**config.mk**
```make
export PLATFORM = sky130hd
export DESIGN_NAME = pagc_ram
export DESIGN_NICKNAME = d
export VERILOG_FILES = /design/src/rtl/core/peak_auto_gain_with_fade_ramp_macros.svh /design/src/rtl/core/pagc_ram.sv
export SDC_FILE = /design/constraint.sdc
export NUM_CORES = 2
export LEC_CHECK = 0
export BUFFER_PORTS_ARGS = -buffer_cell sky130_fd_sc_hd__buf_2
export CAP_MARGIN = 10
export CORE_MARGIN = 2
export CORE_UTILIZATION = 30
export CTS_CLUSTER_SIZE = 25
export DETAILED_ROUTE_END_ITERATION = 12
export GPL_TIMING_DRIVEN = 1
export SYNTH_ARGS = -nofsm -noshare
export SYNTH_HDL_FRONTEND = slang
export SYNTH_SLANG_ARGS = --single-unit
```
**constraint.sdc**
```tcl
create_clock -name clk -period 8.56 [get_ports clk]
set_input_delay 0.428 -clock clk [delete_from_list [all_inputs] [get_ports clk]]
set_output_delay 0.428 -clock clk [all_outputs]
set_load 0.01 [all_outputs]
```
**src/rtl/core/peak_auto_gain_with_fade_ramp_macros.svh**
```systemverilog
// Assertion macros shared by the gain control block.
// Each macro assumes a clock named clk and a synchronous reset named rst.
`ifndef PEAK_AUTO_GAIN_WITH_FADE_RAMP_MACROS_SVH
`define PEAK_AUTO_GAIN_WITH_FADE_RAMP_MACROS_SVH
`ifndef NO_ASSERTIONS
// Check a property at every clock edge outside reset
`define PAGC_ASSERT(label, prop) \
  label: assert property (@(posedge clk) disable iff (rst) prop) \
    else $error("pagc check failed");
// Check that a condition in one cycle implies another in the next
`define PAGC_ASSERT_NEXT(label, ante, cons) \
  label: assert property (@(posedge clk) disable iff (rst) (ante) |=> (cons)) \
    else $error("pagc sequence check failed");
`else
`define PAGC_ASSERT(label, prop)
`define PAGC_ASSERT_NEXT(label, ante, cons)
`endif
`endif

```
**src/rtl/core/pagc_ram.sv**
```systemverilog
// ----------------------------------------------------------------------------
// pagc_ram
// Generic single write port, single read port RAM with registered read.
// ----------------------------------------------------------------------------
`default_nettype none

module pagc_ram #(
  parameter int WIDTH = 32,
  parameter int DEPTH = 64
) (
  input  wire logic                                    clk,
  input  wire logic                                    we,
  input  wire logic [((DEPTH > 1) ? $clog2(DEPTH) : 1)-1:0] waddr,
  input  wire logic [WIDTH-1:0]                        wdata,
  input  wire logic [((DEPTH > 1) ? $clog2(DEPTH) : 1)-1:0] raddr,
  output logic      [WIDTH-1:0]                        rdata
);

  logic [WIDTH-1:0] mem [DEPTH];

  // Write and registered read
  always_ff @(posedge clk) begin
    if (we) begin
      mem[waddr] <= wdata;
    end
    rdata <= mem[raddr];
  end

endmodule

`default_nettype wire

```
# Yosys cells after proc, flatten, opt, wreduce, memory -nomap -nowiden
# Memories as Yosys holds them, arrays and structs flattened. A register that Yosys moved wholly into a read port is not among the register bits.
# Cells that the tools add are included.
dict set report word_totals {
  mem_bits_rw 2048
  reg_bits 0
  mem_count 1
  word_cells 3
}
dict set report classes {
  muxes 2
}
# memory words width read_ports rd_ports_with_merged_regs wr line
set memory_table {}
lappend memory_table {mem 64 32 1 1 1 pagc_ram.sv:19} ;# logic [WIDTH-1:0] mem [DEPTH];
# operator n
set ops {}
lappend ops {{$mux W1} 2}

# Depth between registers and ports, before layout
dict set report depth {
  ltp_word 2
  mapped_depth 10
}

# Worst setup path before layout
# No wires, ideal clock.
dict set report synth_timing {
  path_kind {input port to flip-flop}
  startpoint {input waddr[3] (netlist name)}
  endpoint {memory mem[48][0] (enable)}
  cell_stages 4
  setup_time_ns 0.461
  t_arrival_ns 3.127
  slack_ns 4.972
  n_path_buf 1
  cell_sequence {clkbuf_1 nor2b_1 nand4b_1 nor3_1}
}
# item line
set synth_lines {}
lappend synth_lines {{from (decl)} pagc_ram.sv:13} ;# input wire logic [((DEPTH > 1) ? $clog2(DEPTH) : 1)-1:0] waddr,
lappend synth_lines {{to (decl)} pagc_ram.sv:19}
# No word-level cell before the write port.

==> impl_metrics.toml <==
[synthesis]
synthFlopType = "edfxtp_1"
yosysTopAreaCell = "edfxtp_1"
yosysTopAreaCellShare_pct = 78.3
synth_fp_nets = 3370
ys_seq_area_share_pct = 79.1
yosys_warnings = 0
synthTopCellsByArea = "edfxtp_1, mux4_2, mux2i_1"
syn-instance-count = 3324
async_reset_ff_share_pct = 0
synth-seq-cells = 2080
synth_edf_count = 2048
syn-cell-area_sq_um = 78500
yosysUniqueCellTypes = 34
syn_area_per_cell_sq_um = 23.6

[power_and_ir_drop]
finalPower_mw = 21.0
power.density_nw_per_um2 = 233
vdd_drop_max_uv = 219
p_leak_nw = 27.4

[global_routing]
grt_overflow = 0
antenna_found_initial = 20
grt_max_degree = 96
grt_pass1_wl_microns = 285000
grt_pass1_vias = 37300
grt_usage_pct = 15.0

[timing]
min_period_over_period_pct = 39.9
drv_slew = 0
hold_viol = 0
holdWs_ns = 0.197
fin_crit_ns = 3.41
setup_slack_ns = 5.15
setup_violations = 0
finClkSkew_ns = 0.0330
clock.fmax_mhz = 293
fin_setup_tns_ns = 0
relSlewSlack_pct = 17.2
tightest_slew_ns = 1.24
rsz0062_at_grt = "no"

[routing]
antenna_left = 0
routed_wl_microns = 201000
route.detailed.drc = 0
vias_per_cell = 5.07
drt-initial-drc-count = 4293
firstDrtPassIters = 5
dr_total_vias = 36500
routedWlPerCell_microns = 28.0

[clock_network]
cts-buffers-inserted = 200
cts.root.buffer_cell = "clkbuf_16"
clock_sinks = 2080
cts_tree = "yes"
cts_buffer_depth = 3
clkLatencyLatePin_ns = 0.84
cts_setup_buffers = 0
path_clk_slew_ns = 0.06
htreeDepth = 4

[placed_design]
globalplace.congestion = 0.779
dp_worst_setup_slack_ns = 4.15
io_buffers = 77
hpwlAfterDp_microns = 110000

[setup_path]
r2r_slack_ns = 6.16
critPathKind = "primary input to register"
critPathMaxFanout = 91
start_kind = "primary input"
crit_arrival_ns = 4.13
cp_data_required_time_ns = 9.27
end_kind = "register"

[worst_hold_path]
hold_class = "primary input to register"

[floorplanning]
rows = 187
die-area_sq_um = 266000
fp.dieW_microns = 516
core_area_sq_um = 260000
initial_core_util_pct = 30.2
die_y_microns = 516
ioPinCount = 78

[run_status]
outcome = "complete, no violations"

[finish]
nNetsFinal = 3574
final_util_pct = 34.7
area_growth_syn_to_layout_pct = 15.0
fillers = 23800
drive_gt1_share_pct = 29.2

[flow_run]
maxCapViolations = 0
==> critical path, stage by stage <==
cell and delay, ns:
buf_8 0.54, buf_12 0.60, nand3b_1 0.65, o221ai_1 0.88, a21oi_1 0.20, a21oi_1 0.45
nor2_1 0.10
==> synthesized netlist by cell type (4+ instances only) <==
cell,count
a21oi_1,62
a22oi_1,12
a311oi_1,8
a41o_1,4
and3_1,4
buf_1,21
buf_2,57
buf_4,25
buf_6,5
clkbuf_1,74
dfxtp_1,32
edfxtp_1,2048
mux2i_1,93
mux4_2,544
nand2_1,26
nand2b_1,8
nand3_1,5
nand3b_1,5
nor2_1,137
nor2b_1,15
nor3_1,7
o221ai_1,27
o22ai_1,84
o32ai_1,4
==> cell type report <==
class	instances	area [sq um]	area share, %
antenna	9	22.5	0.0250
clock buffer	273	5530	6.13
clock inverter	98	925	1.02
multi-input combinational	1062	16000	17.7
sequential	2080	62100	68.8
tap	3496	4370	4.85
timing repair buffer	184	1300	1.44
==> through the flow <==
stage | instance area [sq um] | instances
after global routing | 90200 | 7194
after detailed placement | 83800 | 6820
after floorplan | 78500 | 3324
final | 90300 | 7202
after CTS | 90200 | 7191
after global placement | 83800 | 6820
==> routing by layer <==
metal / part of all wire [%] / GRT usage (%) / vias up
met4: 3.1 / 4.75 / 4
li1: - / - / 14700
met5: 0.013 / 0 / -
met2: 48 / 24.4 / 1406
met1: 42 / 20.5 / 20100
met3: 7.0 / 2.74 / 318
==> cells in the final DEF, fill, tap and decap left out, drive strengths merged <==
master	instances
nand3b	5
a41o	4
nand4	2
dlygate4sd3	1
clkinv	72
dfxtp	32
or2	3
and2	2
mux4	544
a22oi	12
buf	183
o22ai	84
o32ai	4
inv	7
or3	3
clkinvlp	6
clkbuf	273
a31oi	1
edfxtp	2048
a311oi	8
o221ai	27
and3	4
nor3	7
bufinv	13
nand4b	1
nand2b	8
or3b	5
nand2	26
nor2b	15
nor2	137
mux2i	93
nand3	5
diode	9
a21oi	62
==> path summary, 6_finish.rpt <==
path | start | endpoint | depth (start not counted)
hold / removal | waddr[2] | mem[48][7] | 2
setup / recovery | raddr[0] | rdata[11] | 7
setup reg to reg | mem[38][11] | rdata[11] | 5
hold reg to reg | mem[12][4] | rdata[4] | 4
==> flip-flops by register name, summed over array words and instances (netlist names) <==
| register | flops |
|---|---|
| mem | 2048 |
| rdata | 32 |
==> cells by family after synthesis <==
group | synth area share, %
muxes | 16.8
AOI/OAI and AO/OA | 1.67
buffers and inverters | 1.13
DFF | 79.1
and+or+nand+nor | 1.27
==> what timing repair did <==
item                      in CTS  in global routing
hold buffers                   0                  1
hold endpoints to repair       0                 12
resized for setup              0                  0
==> power by group <==
part	switching (mW)	internal [mW]	leakage, nW
clock	3.78	4.92	3.15
sequential	0.0470	11.3	18.7
combinational	0.624	0.364	5.57
total	4.45	16.6	27.4
Power figures use the tool's default switching activity.
