==> config.mk <==
export PLATFORM = sky130hd
export DESIGN_NAME = pagc_div
export DESIGN_NICKNAME = d
export VERILOG_FILES = /design/src/rtl/core/pagc_pkg.sv /design/src/rtl/core/pagc_div.sv
export VERILOG_INCLUDE_DIRS = /design/src /design/src/rtl/core
export SDC_FILE = /design/constraint.sdc
export NUM_CORES = 1
export LEC_CHECK = 0
export BUFFER_PORTS_ARGS = -buffer_cell sky130_fd_sc_hd__clkbuf_2
export CAP_MARGIN = 20
export CORE_MARGIN = 10
export CORE_UTILIZATION = 58
export DETAILED_ROUTE_END_ITERATION = 12
export PLACE_DENSITY = 0.88
export SLEW_MARGIN = 30
export SYNTH_ARGS = -nofsm -noshare
export SYNTH_HDL_FRONTEND = slang
export SYNTH_SLANG_ARGS = --single-unit
export TNS_END_PERCENT = 30
==> constraint.sdc <==
create_clock -name clk -period 10.6 [get_ports clk]
set_input_delay 2.65 -clock clk [delete_from_list [all_inputs] [get_ports clk]]
set_output_delay 2.65 -clock clk [all_outputs]
set_load 0.005 [all_outputs]
==> src/rtl/core/peak_auto_gain_with_fade_ramp_macros.svh <==
// Assertion macros shared by the gain control block.
// Each macro assumes a clock named clk and a synchronous reset named rst.
`ifndef PEAK_AUTO_GAIN_WITH_FADE_RAMP_MACROS_SVH
`define PEAK_AUTO_GAIN_WITH_FADE_RAMP_MACROS_SVH
`ifndef NO_ASSERTIONS
// Check a property at every clock edge outside reset
`define PAGC_ASSERT(label, prop) \
  label: assert property (@(posedge clk) disable iff (rst) prop) \
    else $error("pagc check failed");
// Check that a condition in one cycle implies another in the next
`define PAGC_ASSERT_NEXT(label, ante, cons) \
  label: assert property (@(posedge clk) disable iff (rst) (ante) |=> (cons)) \
    else $error("pagc sequence check failed");
`else
`define PAGC_ASSERT(label, prop)
`define PAGC_ASSERT_NEXT(label, ante, cons)
`endif
`endif

==> src/rtl/core/pagc_pkg.sv <==
// ----------------------------------------------------------------------------
// pagc_pkg
// Types and fixed constants of the peak-normalising gain control block.
// ----------------------------------------------------------------------------
`default_nettype none

package pagc_pkg;

  // Unity gain in Q8.16
  localparam logic [23:0] GAIN_ONE = 24'd65536;

  // Divider operand widths
  localparam int DIV_NW = 48;
  localparam int DIV_DW = 32;

  // Sample format codes
  localparam logic [1:0] FMT_S8  = 2'd0;
  localparam logic [1:0] FMT_S16 = 2'd1;
  localparam logic [1:0] FMT_S32 = 2'd2;

  // Configuration register indexes
  localparam logic [1:0] CFG_FORMAT   = 2'd0;
  localparam logic [1:0] CFG_CHANNELS = 2'd1;
  localparam logic [1:0] CFG_MAX_GAIN = 2'd2;
  localparam logic [1:0] CFG_SCALING  = 2'd3;

  typedef enum logic [3:0] {
    ST_IDLE,
    ST_GAIN_DIV,
    ST_HIST_RD,
    ST_HIST_WR,
    ST_MEAN_DIV,
    ST_FADE_MUL,
    ST_FRAMES_DIV,
    ST_STEP_DIV,
    ST_OUT_RD,
    ST_OUT_MUL,
    ST_OUT_EMIT
  } state_t;

  typedef struct packed {
    logic              go;
    logic [DIV_NW-1:0] num;
    logic [DIV_DW-1:0] den;
  } div_req_t;

  typedef struct packed {
    logic              done;
    logic [DIV_NW-1:0] quot;
    logic [DIV_DW-1:0] rem;
  } div_rsp_t;

endpackage

`default_nettype wire

==> src/rtl/core/pagc_div.sv <==
// ----------------------------------------------------------------------------
// pagc_div
// Restoring unsigned divider, one quotient bit per cycle.
// ----------------------------------------------------------------------------
`default_nettype none
`include "peak_auto_gain_with_fade_ramp_macros.svh"

module pagc_div (
  input  wire logic               clk,
  input  wire logic               rst,
  input  wire pagc_pkg::div_req_t req,
  output pagc_pkg::div_rsp_t      rsp
);

  localparam int NW = pagc_pkg::DIV_NW;
  localparam int DW = pagc_pkg::DIV_DW;
  localparam int CNW = $clog2(NW);

  logic           running;
  logic           done;
  logic [CNW-1:0] cnt;
  logic [NW-1:0]  n;
  logic [DW-1:0]  rem;
  logic [DW-1:0]  den_r;
  logic [DW:0]    rem_sh;
  logic           qbit;
  logic [DW-1:0]  rem_next;

  // Trial subtract of the shifted remainder
  always_comb begin
    rem_sh   = {rem, n[NW-1]};
    qbit     = (rem_sh >= {1'b0, den_r});
    rem_next = qbit ? DW'(rem_sh - {1'b0, den_r}) : rem_sh[DW-1:0];
  end

  // Iterate over the dividend bits
  always_ff @(posedge clk) begin
    if (rst) begin
      running <= 1'b0;
      done    <= 1'b0;
      cnt     <= '0;
    end else begin
      done <= 1'b0;
      if (req.go) begin
        running <= 1'b1;
        cnt     <= '0;
        n       <= req.num;
        rem     <= '0;
        den_r   <= req.den;
      end else if (running) begin
        rem <= rem_next;
        n   <= {n[NW-2:0], qbit};
        cnt <= cnt + 1'b1;
        if (cnt == CNW'(NW - 1)) begin
          running <= 1'b0;
          done    <= 1'b1;
        end
      end
    end
  end

  assign rsp.done = done;
  assign rsp.quot = n;
  assign rsp.rem  = rem;

  `PAGC_ASSERT(a_go_when_free, req.go |-> !running)
  `PAGC_ASSERT(a_done_stopped, done |-> !running)

endmodule

`default_nettype wire

* After elaboration in Yosys (flattened, before gate mapping)
Cells that the tools add are included.
Word-level totals: register bits 120, output and inout port bits 81
Operators by class: add/subtract/negate cells 2, $lt $le $gt $ge 1, eq/ne operators 1, mux-type cells 8, bitwise logic cells 2, reduce and logical (&&, ||, !) cells 5
Operators by type and width (number):
- two-way mux 48 bit | 2
- two-way mux 32 bit | 2
- greater-or-equal comparator 33 x 32 -> 1 bit | 1
- subtractor 32 bit | 1
- adder 6 x 1 -> 6 bit, second input constant | 1
- == test 6 bit, second input constant | 1
- two-way mux 1 bit | 4
- AND reduction 2 bit | 2
- OR reduction 3 bit | 1
- NOT 1 bit | 2
- nonzero test 2 bit | 1
- OR reduction 2 bit | 1

* Logic depth before layout (Yosys ltp)
Gate-level depths: netlist of run 1.
word-level depth 4, gate-level depth with buffers 13, mapped depth without buffers 11

* Least setup slack after synthesis of run 1
No wires, ideal clock.
kind input to register, from in req[80] in the netlist's numbering, to reg n[0], enable pin, library setup time 0.519 ns, arrival time 6.753 ns, data required time 10.081 ns, path slack 3.328 ns, cell stages on the path 4, buffers on the path 2, path through clkbuf_1 clkbuf_1 nor2_1 nor2_1
On the way: longest elaborated chain between the ends 2
RTL lines:
- from (decl) | RTL line pagc_div.sv:11 | input wire pagc_pkg::div_req_t req,
- nonzero test 2 bit (no line)
- AND reduction 2 bit (no line)
- to (signal assigned) | RTL line pagc_div.sv:47 | n <= req.num;
- to (signal assigned) | RTL line pagc_div.sv:52 | n <= {n[NW-2:0], qbit};
- to (decl) | RTL line pagc_div.sv:22 | logic [NW-1:0] n;
Every way passes these cells. A chain may end at the register's enable or synchronous reset.

* Worst setup path in the final report of run 1
from in req[80] in the netlist's numbering, to reg den_r[10], enable pin
On the way: longest elaborated chain between the ends 1
RTL lines:
- AND reduction 2 bit (no line)
- to (signal assigned) | RTL line pagc_div.sv:49 | den_r <= req.den;
- to (decl) | RTL line pagc_div.sv:24 | logic [DW-1:0] den_r;
Every way passes these cells.

==> results of run 1 <==
-- cell families after synthesis --
logic type / Yosys count / synth area share (%)
multiplexers: 66 / 10.7
AO/OA/AOI/OAI: 109 / 12.2
XOR/XNOR: 28 / 3.65
AND/OR/NAND/NOR: 129 / 9.41
flip-flops: 120 / 52.5
adder cells (fa/ha/maj): 34 / 6.45
buffers and inverters: 73 / 5.10
-- cell usage after synthesis, drive strengths merged (12+ instances only) --
library cell / number / share of area, %
edfxtp: 112 / 50
nor2: 54 / 3.3
mux2: 48 / 8.0
inv: 47 / 2.6
ha: 33 / 6.1
a21oi: 28 / 2.1
nand2: 24 / 1.4
xnor2: 21 / 2.7
a211oi: 18 / 2.8
mux2i: 18 / 2.7
o21ai: 15 / 1.3
buf: 14 / 1.8
nand4: 13 / 1.2
clkbuf: 12 / 0.71
-- cell usage in the layout (no fill, tap or decap), types with 9 or more instances in the layout --
cell type                   instances
sky130_fd_sc_hd__edfxtp_1         112
sky130_fd_sc_hd__o21a_1             9
sky130_fd_sc_hd__nor2_2             9
sky130_fd_sc_hd__xnor2_1           21
sky130_fd_sc_hd__a21o_1             9
sky130_fd_sc_hd__clkbuf_16         17
sky130_fd_sc_hd__mux2_2            48
sky130_fd_sc_hd__o21ai_0           11
sky130_fd_sc_hd__ha_1              33
sky130_fd_sc_hd__inv_1             47
sky130_fd_sc_hd__nand4_1           13
sky130_fd_sc_hd__mux2i_1           18
sky130_fd_sc_hd__clkbuf_2         162
sky130_fd_sc_hd__nand2_1           23
sky130_fd_sc_hd__a211oi_2          11
sky130_fd_sc_hd__a21oi_1           27
sky130_fd_sc_hd__nor2_1            44
-- metrics by stage --
stage                     worst slack (ns)  cells
after CTS                             5.50    875
after floorplan                       3.33    559
after detailed placement              5.04    843
after global placement                5.14    843
after global routing                  5.31    875
final                                 5.54    875
-- final timing paths --
kind	slack, ns	cells past startpoint	startpoint	end
hold / removal	0.50	2	cnt[5]	cnt[5]
hold reg to reg	0.50	2	cnt[5]	cnt[5]
setup / recovery	5.54	5	req[80]	den_r[10]
setup reg to reg	7.22	10	rem[5]	rem[10]
-- layer usage --
metal | wire (µm) | GRT usage, %
met4 | 327 | 7.55
met2 | 8160 | 34.7
met5 | 0 | 0
met3 | 2050 | 10.8
met1 | 6590 | 23.2
-- sequential cells by signal, summed over array words and instances, names as in the netlist --
name	flops
cnt	6
den_r	32
done	1
n	48
rem	32
running	1
-- worst min-delay path, delay by kind of cell (launching register included) --
kind           cells  cell delay (ns)
flip-flops         1             0.32
AO/OA/AOI/OAI      2             0.13
-- power breakdown --
group / switching [W] / internal (W) / leakage (nW)
Combinational: 0.000182 / 0.000146 / 2.09
Clock: 0.000220 / 0.000322 / 0.259
Sequential: 0.0000253 / 0.000567 / 1.14
-- area by class of cell --
class | instances | area (µm²) | area share, %
Clock inverter | 14 | 126 | 1.55
Inverter | 47 | 176 | 2.17
Multi-Input combinational cell | 366 | 2870 | 35.2
Sequential cell | 120 | 3520 | 43.2
Clock buffer | 18 | 429 | 5.27
Tap cell | 143 | 179 | 2.20
Timing Repair Buffer | 167 | 846 | 10.4
==> metrics list, run 1 <==
* Chain of cells forming the critical path: buf_2, buf_4, inv_1, nor2_2, buf_4
- Time the worst path needs with I/O delays and setup: ~5 ns
* Detailed placer's ending HPWL: ~13000 µm
- At the pin with the least slew margin, the transition time is 0.929 ns.
* Maximum number of pins on one net before global-route repair: 77
* CTS clock-pin slew for the worst setup and hold paths: approximately 0.060 ns
- Post-CTS setup-driven buffer insertion count: 0
- Chip Height: ~130 µm
- Final hold analysis gives a worst-case slack of 0.504 ns.
- Average wire per standard cell: ~20 µm
* RSZ-0062 raised after global routing: no
* Netlist area before placement: 6720 µm²
* Area Overhead vs Synth: 21.3%
- TritonCTS built the clock tree.
- FF+latch count, synth: 120
* Number of filler cells placed in the layout: about 780
- Congestion Overflow GR: 0
* Distinct cells, synth: 58
- Via count: 5027
- Final setup violation count: 0
- In this run the remaining antenna-violating nets after routing total 0.
- In the routed design, unresolved DRC markers number 0.
* Starting density of the core: 59.1%
- Synthesis produced between 500 and 600 cells.
- For the final routed database, the setup TNS stands at 0 ns.
- Delay of the slowest cell on the worst path: 0.78 ns
- Synthesized netlist net count: 676
- The number of antenna diodes in the final layout is 0.
- The clock reaches the later pin of the worst-skew pair after 0.42 ns.
* Full die area: 16300 µm²
- Fin crit share: a little under half
* Data arrival time at the worst-slack endpoint: 5.16 ns
- Across the run, the number of max-cap violations was 0.
* Worst path bufs/invs: 4
- Counting every sink on the clock net gives 120.
- Top FF cell, synth: sky130_fd_sc_hd__edfxtp_1
- Counting the buffers created by CTS gives 17.
- The count of final hold-check violations was 0.
- Async set-or-reset flop fraction in the synthesized netlist: 0%
* Final core utilization: a little under three quarters
- Summing all non-filler instances in the final layout gives an area of 8150 µm².
* Post-synthesis area per instance: 12.0 µm²
- For the worst setup path, the data required time is ~11 ns.
* Io pins: 164
- Leakage component of the power: about 3.5 nW
* Fraction of final layout cells sized beyond drive strength 1: 38.0%
- Wire length after detailed routing: 17100 µm
- Wire length of the first global-routing pass: ~27000 µm
* Biggest fanout along the worst timing path: 76
- Kind of launch point of the worst setup path: primary input
- The detailed router finished its first iteration with 319 violations.
- Worst clock skew: 0.00795 ns
* Fin. max-slew vios: 0
- CP Capture Type: flop
- Post-layout net count: about 840
- The count of buffers added on input and output ports is 163.
- Placed cell areas: 7590 µm²
- In this run, post-CTS hold repair placed 0 buffers.
* Result of the run: finished clean
- In the routed layout, each cell is associated on average with a via count of 5.75.
- The min-delay analysis places its worst path in the category flop to flop.
* Power per standard cell area: 180 nW/µm²
* Area of the placeable core: between 10000 and 15000 µm²
* Count of flip-flops with a built-in enable after synthesis: 112
* First drt pass iteration count: 5
- The worst-case IR drop observed on VDD is 0.000164 V.
- No sink is reached through more buffers than the 2 on the longest clock path.
* Type of the setup path with the least slack: primary input to flop
- Clock root buffer: sky130_fd_sc_hd__clkbuf_16
- The via count of the first global-routing pass was approximately 5.2k.
- Broken down by cell family, the worst path's largest delay share belongs to buffers and inverters.
- Most common cell type on the critical path: sky130_fd_sc_hd__buf_4
- Row cnt: 39
- Final Power: about 0.0015 W
- Initial antenna violation count: 0
* CP max stage cell: sky130_fd_sc_hd__nor2_2
- Number of resized instances in the post-cts repair step: 0
- Maximum level of the CTS H-tree: 4
- The Yosys step of the flow raised 0 warnings.
- Global placement routability congestion: approximately 0.93
* Relative max-transition margin: 38.1%
- The share of the Yosys chip area taken by registers is 52.5%.
- Top achievable clock speed: 0.198 GHz
- The floorplan step set the die width to 128 µm.
- Global routing used 21.2% of the available tracks.
(Power assumes the default switching activity.)
==> run 2: changes to the inputs <==
--- a/config.mk
+++ b/config.mk
@@ -9,9 +9,9 @@
 export BUFFER_PORTS_ARGS = -buffer_cell sky130_fd_sc_hd__clkbuf_2
 export CAP_MARGIN = 20
 export CORE_MARGIN = 10
-export CORE_UTILIZATION = 58
+export CORE_UTILIZATION = 54
 export DETAILED_ROUTE_END_ITERATION = 12
-export PLACE_DENSITY = 0.88
+export PLACE_DENSITY = 0.83
 export SLEW_MARGIN = 30
 export SYNTH_ARGS = -nofsm -noshare
 export SYNTH_HDL_FRONTEND = slang
==> constraint.sdc (replaced) <==
create_clock -name clk -period 4.9 [get_ports clk]
set_input_delay 1.225 -clock clk [delete_from_list [all_inputs] [get_ports clk]]
set_output_delay 1.225 -clock clk [all_outputs]
set_load 0.005 [all_outputs]
==> run 2 against run 1 <==
Compared with the run above:
- critical path depth grew 5
- sequential share of layout area is 0.72 points lower
- non-clock buffer count unchanged
- critical path type is now flop to flop
- critical endpoint is now rem[11]
- largest power group is now clock
==> metrics list, run 2 (synthesized netlist as in run 1, its figures left out) <==
* Result of the run: finished clean
* Type of the setup path with the least slack: flop to flop
* Leakage component of the power: between 3 and 4 nW
- Maximum number of pins on one net before global-route repair: between 70 and 80
- Average wire per standard cell: 19.5 µm
* Worst path required time: 5.05 ns
* P_int: 0.00240 W
- In the final layout, the registers with the most flip-flops are n x48, den_r x32, rem x32.
- After detailed routing, the number of remaining DRC violations is 0.
- Die extent in x: between 100 and 150 µm
- Switching Share: 28.0%
- Initial antenna violation count: 0
* Sequential Area: 3520 µm²
- Slew of the pin with the lowest slew margin: 0.971 ns
- Footprint of the multi-input gates: 2870 µm²
- RSZ-0062 raised after global routing: no
* Fin crit share: 69.2%
- Kind of launch point of the worst setup path: flop
- CTS saw 120 sinks.
- Leaving out fill and tap cells, the most frequent cell in the layout is sky130_fd_sc_hd__clkbuf_2.
- Global placement routability congestion: between 0.9 and 1
- Share of power burned in registers: a little under two fifths
- From bottom edge to top edge, the die measures between 100 and 150 µm.
- Along the worst path, the maximum fanout reaches 24.
* Net switching power: 0.000933 W
- Logic gate share of total power: between 20% and 30%
* Setup_tns: 0 ns
- The register with the most flip-flops in the layout has between 40 and 50 of them.
* Number of resized instances in the post-cts repair step: 0
- The worst setup path is captured at a flop.
- In this run the count of I/O pins placed on the die edge is 164.
* Placed cell areas: ~7700 µm²
- The worst hold path passes through 2 cells.
* Via count: 5025
* Final setup violation count: 0
- Ranked by flip-flop count, first place goes to n.
- The first TritonRoute pass finished after 6 iterations.
- The finished layout holds 900 standard cells, fillers aside.
- Fraction of final layout cells sized beyond drive strength 1: 38.0%
- CTS clock-pin slew for the worst setup and hold paths: approximately 0.06 ns
- Clock share of power: 39.9%
- VDD sags by at most 0.000272 V.
* All-Layer GR Usage: 20.7%
- Detailed placer's ending HPWL: 12800 µm
- Power per standard cell area: roughly 400 nW/µm²
- Compared with the post-synthesis result, the final layout area differs by 23.4%.
- The floorplan has 40 rows.
- Cells on worst reg2reg path: 10
- Starting density of the core: 55.5%
* Data arrival time at the worst-slack endpoint: 3.54 ns
- Hold crit path type: flop to flop
* Post-CTS setup-driven buffer insertion count: 0
* Wire length after detailed routing: 17600 µm
- After detailed placement, the design holds a cell count of 868.
- Hold-fix buffers, CTS: 0
- Clock tree synthesis inserted a total of 17 buffers.
- The via count of the first global-routing pass is 5476.
- Max Cap Violations: 0
* Number of filler cells placed in the layout: approximately 880
- Worst clock skew: 0.0131 ns
- The die covers 17300 µm².
- Headroom to the max-slew limit came out at 35.2%.
- Summing all non-filler instances in the final layout gives an area of 8290 µm².
* Congestion Overflow GR: 0
- For this run, the post-layout net count is around 840.
- Area of the placeable core: 12100 µm²
- The later pin in the worst-skew pair is clocked with a latency of 0.43 ns.
- TritonCTS built the clock tree.
* Detailed Route Iter0 Violations: 382
* Fin. max-slew vios: 0
* Number of nets with antenna violations after detailed routing: 0
* Number of antenna diodes: 0
- Number of vias per cell after detailed routing: 5.58
- In this run the number of H-tree levels came out at 4.
* Most frequent cells in the layout: 162 x sky130_fd_sc_hd__clkbuf_2, 112 x sky130_fd_sc_hd__edfxtp_1, 48 x sky130_fd_sc_hd__mux2_2, 47 x sky130_fd_sc_hd__inv_1, 44 x sky130_fd_sc_hd__nor2_1
* Hold violation total from the final report: 0
- Maximum clock insertion buffer count: 2
* Time the worst path needs with I/O delays and setup: ~3.4 ns
- Wire length of the first global-routing pass: 28600 µm
- Clock root buffer: sky130_fd_sc_hd__clkbuf_16
- Count of input and output buffers: 163
* Top achievable clock speed: 0.295 GHz
## run 2: cell types whose count changed in the layout (fill, tap and decap cells not counted), sizes merged
cell / previous run / this run
bufinv: 1 / 4
clkinv: 6 / 4
clkinvlp: 5 / 3
inv: 49 / 50
## run 2: power groups by stage
stage	registers [W]	logic, W	clock network (W)
final	0.00128	0.000727	0.00133
after global routing	0.00129	0.000802	0.00139
after CTS	0.00128	0.000726	0.00135
after detailed placement	0.00130	0.000717	0
after global placement	0.00129	0.000697	0
after floorplan	0.00129	0.000522	0
## run 2: stage by stage
step	hold WS [ns]	total power [W]	util (%)	worst slack (ns)
after detailed placement	0.511	0.00201	63.3	1.54
after floorplan	0.458	0.00181	-	0.386
after CTS	0.519	0.00335	68.4	1.52
after global placement	0.469	0.00199	63.3	1.73
final	0.516	0.00334	68.4	1.51
after global routing	0.570	0.00348	68.4	1.26
## run 2: final timing paths
check               from  endpoint  slack, ns
setup / recovery  rem[4]   rem[11]       1.51
hold / removal    cnt[5]    cnt[5]       0.52
setup reg to reg  rem[4]   rem[11]       1.51
hold reg to reg   cnt[5]    cnt[5]       0.52
## run 2: area by class of cell
class / instances / share of cell area, %
clock buffers: 18 / 5.18
clock inverters: 14 / 2.37
inverters: 47 / 2.13
multi-input cells: 366 / 34.6
flip-flops and latches: 120 / 42.5
well taps: 168 / 2.54
repair buffers: 167 / 10.7
## run 2: critical path, stage by stage (launching register included)
cell and delay (ns):
sky130_fd_sc_hd__edfxtp_1 0.43, sky130_fd_sc_hd__ha_1 0.41, sky130_fd_sc_hd__nand3_1 0.17, sky130_fd_sc_hd__nor2_1 0.24, sky130_fd_sc_hd__o311ai_2 0.19, sky130_fd_sc_hd__o21ai_4 0.27, sky130_fd_sc_hd__a21oi_2 0.11, sky130_fd_sc_hd__o21bai_4 0.71
sky130_fd_sc_hd__buf_12 0.27, sky130_fd_sc_hd__mux2i_1 0.23, sky130_fd_sc_hd__nor2_1 0.06
## run 2: routing by layer
| layer | GRT usage, % | vias to the layer above | share of wire (%) |
|---|---|---|---|
| li1 | - | 2395 | - |
| met4 | 8.10 | 0 | 2.2 |
| met5 | 0 | - | 0 |
| met1 | 22.5 | 2388 | 40 |
| met3 | 10.5 | 27 | 11 |
| met2 | 33.7 | 215 | 47 |
==> run 3: changes to the inputs <==
--- a/config.mk
+++ b/config.mk
@@ -6,12 +6,13 @@
 export SDC_FILE = /design/constraint.sdc
 export NUM_CORES = 1
 export LEC_CHECK = 0
+export ABC_AREA = 1
 export BUFFER_PORTS_ARGS = -buffer_cell sky130_fd_sc_hd__clkbuf_2
 export CAP_MARGIN = 20
 export CORE_MARGIN = 10
-export CORE_UTILIZATION = 54
+export CORE_UTILIZATION = 50
 export DETAILED_ROUTE_END_ITERATION = 12
-export PLACE_DENSITY = 0.83
+export PLACE_DENSITY = 0.79
 export SLEW_MARGIN = 30
 export SYNTH_ARGS = -nofsm -noshare
 export SYNTH_HDL_FRONTEND = slang
==> constraint.sdc (replaced) <==
create_clock -name clk -period 2.8 [get_ports clk]
set_input_delay 0.7 -clock clk [delete_from_list [all_inputs] [get_ports clk]]
set_output_delay 0.7 -clock clk [all_outputs]
set_load 0.005 [all_outputs]
==> run 3 against run 2 <==
Compared with the run above:
- sequential share of layout area fell by 5.0 points
- flip-flop and latch count did not move
- power rose by 70%
- global-route usage rose by 0.45 points
- hold slack got worse by 0.071 ns
- non-clock buffer count rose by 5
- via count rose by 39%
- synthesized cell count rose by 86%
- maximum frequency rose by 30%
- largest cell class unchanged
==> metrics list, run 3 <==
- The run finished with clean final reports.
- Fin crit share: 92.9%
- Async set-or-reset flop fraction in the synthesized netlist: 0%
* Io pins: 164
- Dividing the detail-routed via count by the number of cells gives 4.88.
- In this run the critical register-to-register path is launched from rem[1].
* Most frequent cells in the layout: 426 x sky130_fd_sc_hd__nand2_1, 166 x sky130_fd_sc_hd__inv_1, 163 x sky130_fd_sc_hd__clkbuf_2, 112 x sky130_fd_sc_hd__edfxtp_1, 93 x sky130_fd_sc_hd__nor2_1
* Count of flip-flops with a built-in enable after synthesis: 112
- Leaving out fill and tap cells, the most frequent cell in the layout is sky130_fd_sc_hd__nand2_1.
- The count of buffers added on input and output ports is 163.
- sky130_fd_sc_hd__edfxtp_1 takes more of the synthesized area than any other cell.
- Hold-fix buffers, CTS: 0
- Cells after Synth: 1041
* Fraction of final layout cells sized beyond drive strength 1: 20.7%
- Post-layout net count: between 1k and 1.5k
- The die covers 21100 µm².
- Across every metal layer, demand over resource in global routing totals 21.1%.
- The critical path in this run is classified as flop to flop.
- Origin of the worst min-delay path: req[30]
- Final core utilization: 61.5%
- Setup repair after global routing left no endpoint under its margin.
- Number of global-route vias before repair: 6790
- Power spread over the standard cell area amounts to around 600 nW/µm².
* Area of the placeable core: 15300 µm²
- Maximum clock insertion buffer count: 2
* CP Capture Type: flop
- Wire length after detailed routing: between 20000 and 25000 µm
- TritonCTS clock tree: done
- Netlist area before placement: 7820 µm²
* Detailed Route Iter0 Violations: 539
- Worst clock skew: roughly 0.017 ns
* Row cnt: 45
- Global routing finished with a remaining overflow of 0.
* Initial antenna violation count: 0
- Data on the critical path is required at its endpoint by 2.98 ns.
- CTS Buf Count: 17
* Maximum level of the CTS H-tree: 4
- Counting instances, the worst hold path has a depth of 1.
* Time the worst path needs with I/O delays and setup: 2.60 ns
- In this design, the critical path's most frequently occurring cell is sky130_fd_sc_hd__nand2_1.
- Placed cell areas: 8860 µm²
- Cells on worst reg2reg path: 14
- Yosys synthesis warning count: 0
* Minimum hold slack: 0.445 ns
- The detail route stage leaves a number of antenna-violating nets equal to 0.
- The most common cell in the synthesized netlist is sky130_fd_sc_hd__nand2_1.
* Via count: 6978
* Fin. max-slew vios: 0
- Compared with the post-synthesis result, the final layout area differs by 20.0%.
- Hold violation total from the final report: 0
- Top routing layer used: met4
- For this run, the top clock speed supported by timing is 0.384 GHz.
- The repair_antennas step left the layout with diodes totalling 0.
- Distinct cells, synth: 38
* Setup_tns: 0 ns
- Flip-flop count of the largest register after layout: between 40 and 50
- Max Cap Violations: 0
- The path with the worst hold slack has its endpoint at den_r[30].
* Relative max-transition margin: 62.1%
- Global placement routability congestion: 0.956
* Wire length of the first global-routing pass: 35500 µm
- In the final routing, the length of wire on met1 measures 9020 µm.
* Clock latency on the worst-skew pair: 0.43 ns
* DR WL met2: 10600 µm
* Chip Height: 145 µm
* Regs by FF count: n x48, den_r x32, rem x32
* Ranking of synthesized cells by instance count: 426 x sky130_fd_sc_hd__nand2_1, 166 x sky130_fd_sc_hd__inv_1, 112 x sky130_fd_sc_hd__edfxtp_1, 94 x sky130_fd_sc_hd__nor2_1
- CP max stage cell: sky130_fd_sc_hd__edfxtp_1
- Summed over all nets, the half-perimeter wirelength after detailed placement is 17300 µm.
- Average wire per standard cell: 15.8 µm
- The number of setup buffers added after CTS is 0.
- Clock root buffer: sky130_fd_sc_hd__clkbuf_16
- Top FF cell, synth: sky130_fd_sc_hd__edfxtp_1
- When the netlist entered floorplanning its net count stood at between 1k and 1.5k.
* Worst reg2reg endpoint: rem[28]
- On the worst path, the slowest cell contributes a delay of 0.46 ns.
- For this run, design rule violations remaining after detail routing come to 0.
- VDD sags by at most around 0.00046 V.
- The critical path goes through ha_1, nand2_1, nand2_1, nand2_1, nand2_1, nand2_1, nand3_2, nand2_2, nand2_2, nand2_4, buf_4, nand3b_1, nand2_1, nor2_1.
- Wire length on met3: 2590 µm
- CTS clock-pin slew for the worst setup and hold paths: around 0.060 ns
- Die extent in x: around 150 µm
* Largest cells by area after synthesis: sky130_fd_sc_hd__edfxtp_1 43%, sky130_fd_sc_hd__nand2_1 20%, sky130_fd_sc_hd__inv_1 8.0%
- Sequential cell area fraction in the yosys report: 45.0%
- Number of resized instances in the post-cts repair step: 0
- Once layout is done, the placed cells without fillers occupy 9390 µm².
- Maximum number of pins on one net before global-route repair: 80
- Post-synth top area share: 43.0%
- Ranked by flip-flop count, first place goes to n.
- In this run the register-to-register setup slack is 0.20 ns.
* Final setup violation count: 0
- Sink Count: 120
* Biggest fanout along the worst timing path: 21
* Hold crit path type: primary input to flop
* Slew of the pin with the lowest slew margin: 0.566 ns
- STA puts the critical path data arrival time at 2.78 ns.
- Kind of launch point of the worst setup path: flop
- FF+latch count, synth: 120
* Starting density of the core: 51.3%
* First drt pass iteration count: 6
* Leakage component of the power: 4.95 nW
- Post-synthesis area per instance: 7.52 µm²
run 3: cell types whose count changed in the layout (fill, tap and decap cells not counted), moves of 9 or more:
cell / before / now
sky130_fd_sc_hd__nand2_1: 23 / 426
sky130_fd_sc_hd__inv_1: 47 / 166
sky130_fd_sc_hd__nor2_1: 44 / 93
sky130_fd_sc_hd__mux2_2: 48 / 0
sky130_fd_sc_hd__nand3_1: 8 / 33
sky130_fd_sc_hd__nand3b_1: 2 / 27
sky130_fd_sc_hd__xnor2_1: 21 / 1
sky130_fd_sc_hd__mux2i_1: 18 / 0
sky130_fd_sc_hd__a211oi_2: 11 / 0
sky130_fd_sc_hd__nand2_2: 1 / 12
sky130_fd_sc_hd__inv_2: 0 / 9
run 3: cell families (layout without fill, tap and decap cells):
group                    after synthesis  in the layout  synth area share (%)
AO/OA/AOI/OAI                         31             31                  2.14
XOR/XNOR                              15             15                  1.68
flip-flops                           120            120                  45.0
adder cells (fa/ha/maj)               34             34                  5.53
buffers and inverters                200            379                  10.6
AND/OR/NAND/NOR                      641            641                  35.1
run 3: cell type report:
class | instances | area [µm²]
Clock inverter | 15 | 104
Timing Repair Buffer | 172 | 921
Multi-Input combinational cell | 721 | 3490
Inverter | 175 | 657
Fill cell | 1402 | 5870
Tap cell | 211 | 264
Clock buffer | 17 | 425
Sequential cell | 120 | 3520
run 3: routing by layer:
layer / vias to the layer above / track usage (%)
met4: 0 / 5.61
met1: 3114 / 24.9
met3: 24 / 9.19
met2: 298 / 34.5
met5: - / 0
li1: 3542 / -
run 3: worst max path at each step:
stage             from      end  slack, ns  cells past startpoint
2_1_floorplan  req[80]     n[0]       0.06                      3
6_report        rem[1]  rem[28]       0.20                     14
4_1_cts         rem[1]  rem[28]       0.24                     14
3_5_place_dp    rem[1]  rem[28]       0.27                     14
3_3_place_gp    rem[1]  rem[11]       0.34                     14
5_1_grt         rem[1]  rem[11]       0.02                     14
run 3: through the flow:
step | instances | power [W] | setup WS (ns)
CTS | 1431 | 0.00570 | 0.245
global placement | 1399 | 0.00368 | 0.340
detailed placement | 1399 | 0.00371 | 0.273
global route | 1431 | 0.00598 | 0.0215
floorplan | 1041 | 0.00325 | 0.0628
finish | 1431 | 0.00568 | 0.197
run 3: power by group:
group	switching, W	internal (W)	leakage, nW
registers	0.0000885	0.00214	1.14
logic	0.000931	0.000528	3.55
clock network	0.000866	0.00113	0.257
run 3: worst max-delay path, delay by kind of cell (launching register included):
family,cells,cell delay [ns]
simple gates,12,1.13
flops,1,0.46
fa+ha+maj,1,0.42
buf+inv,1,0.32
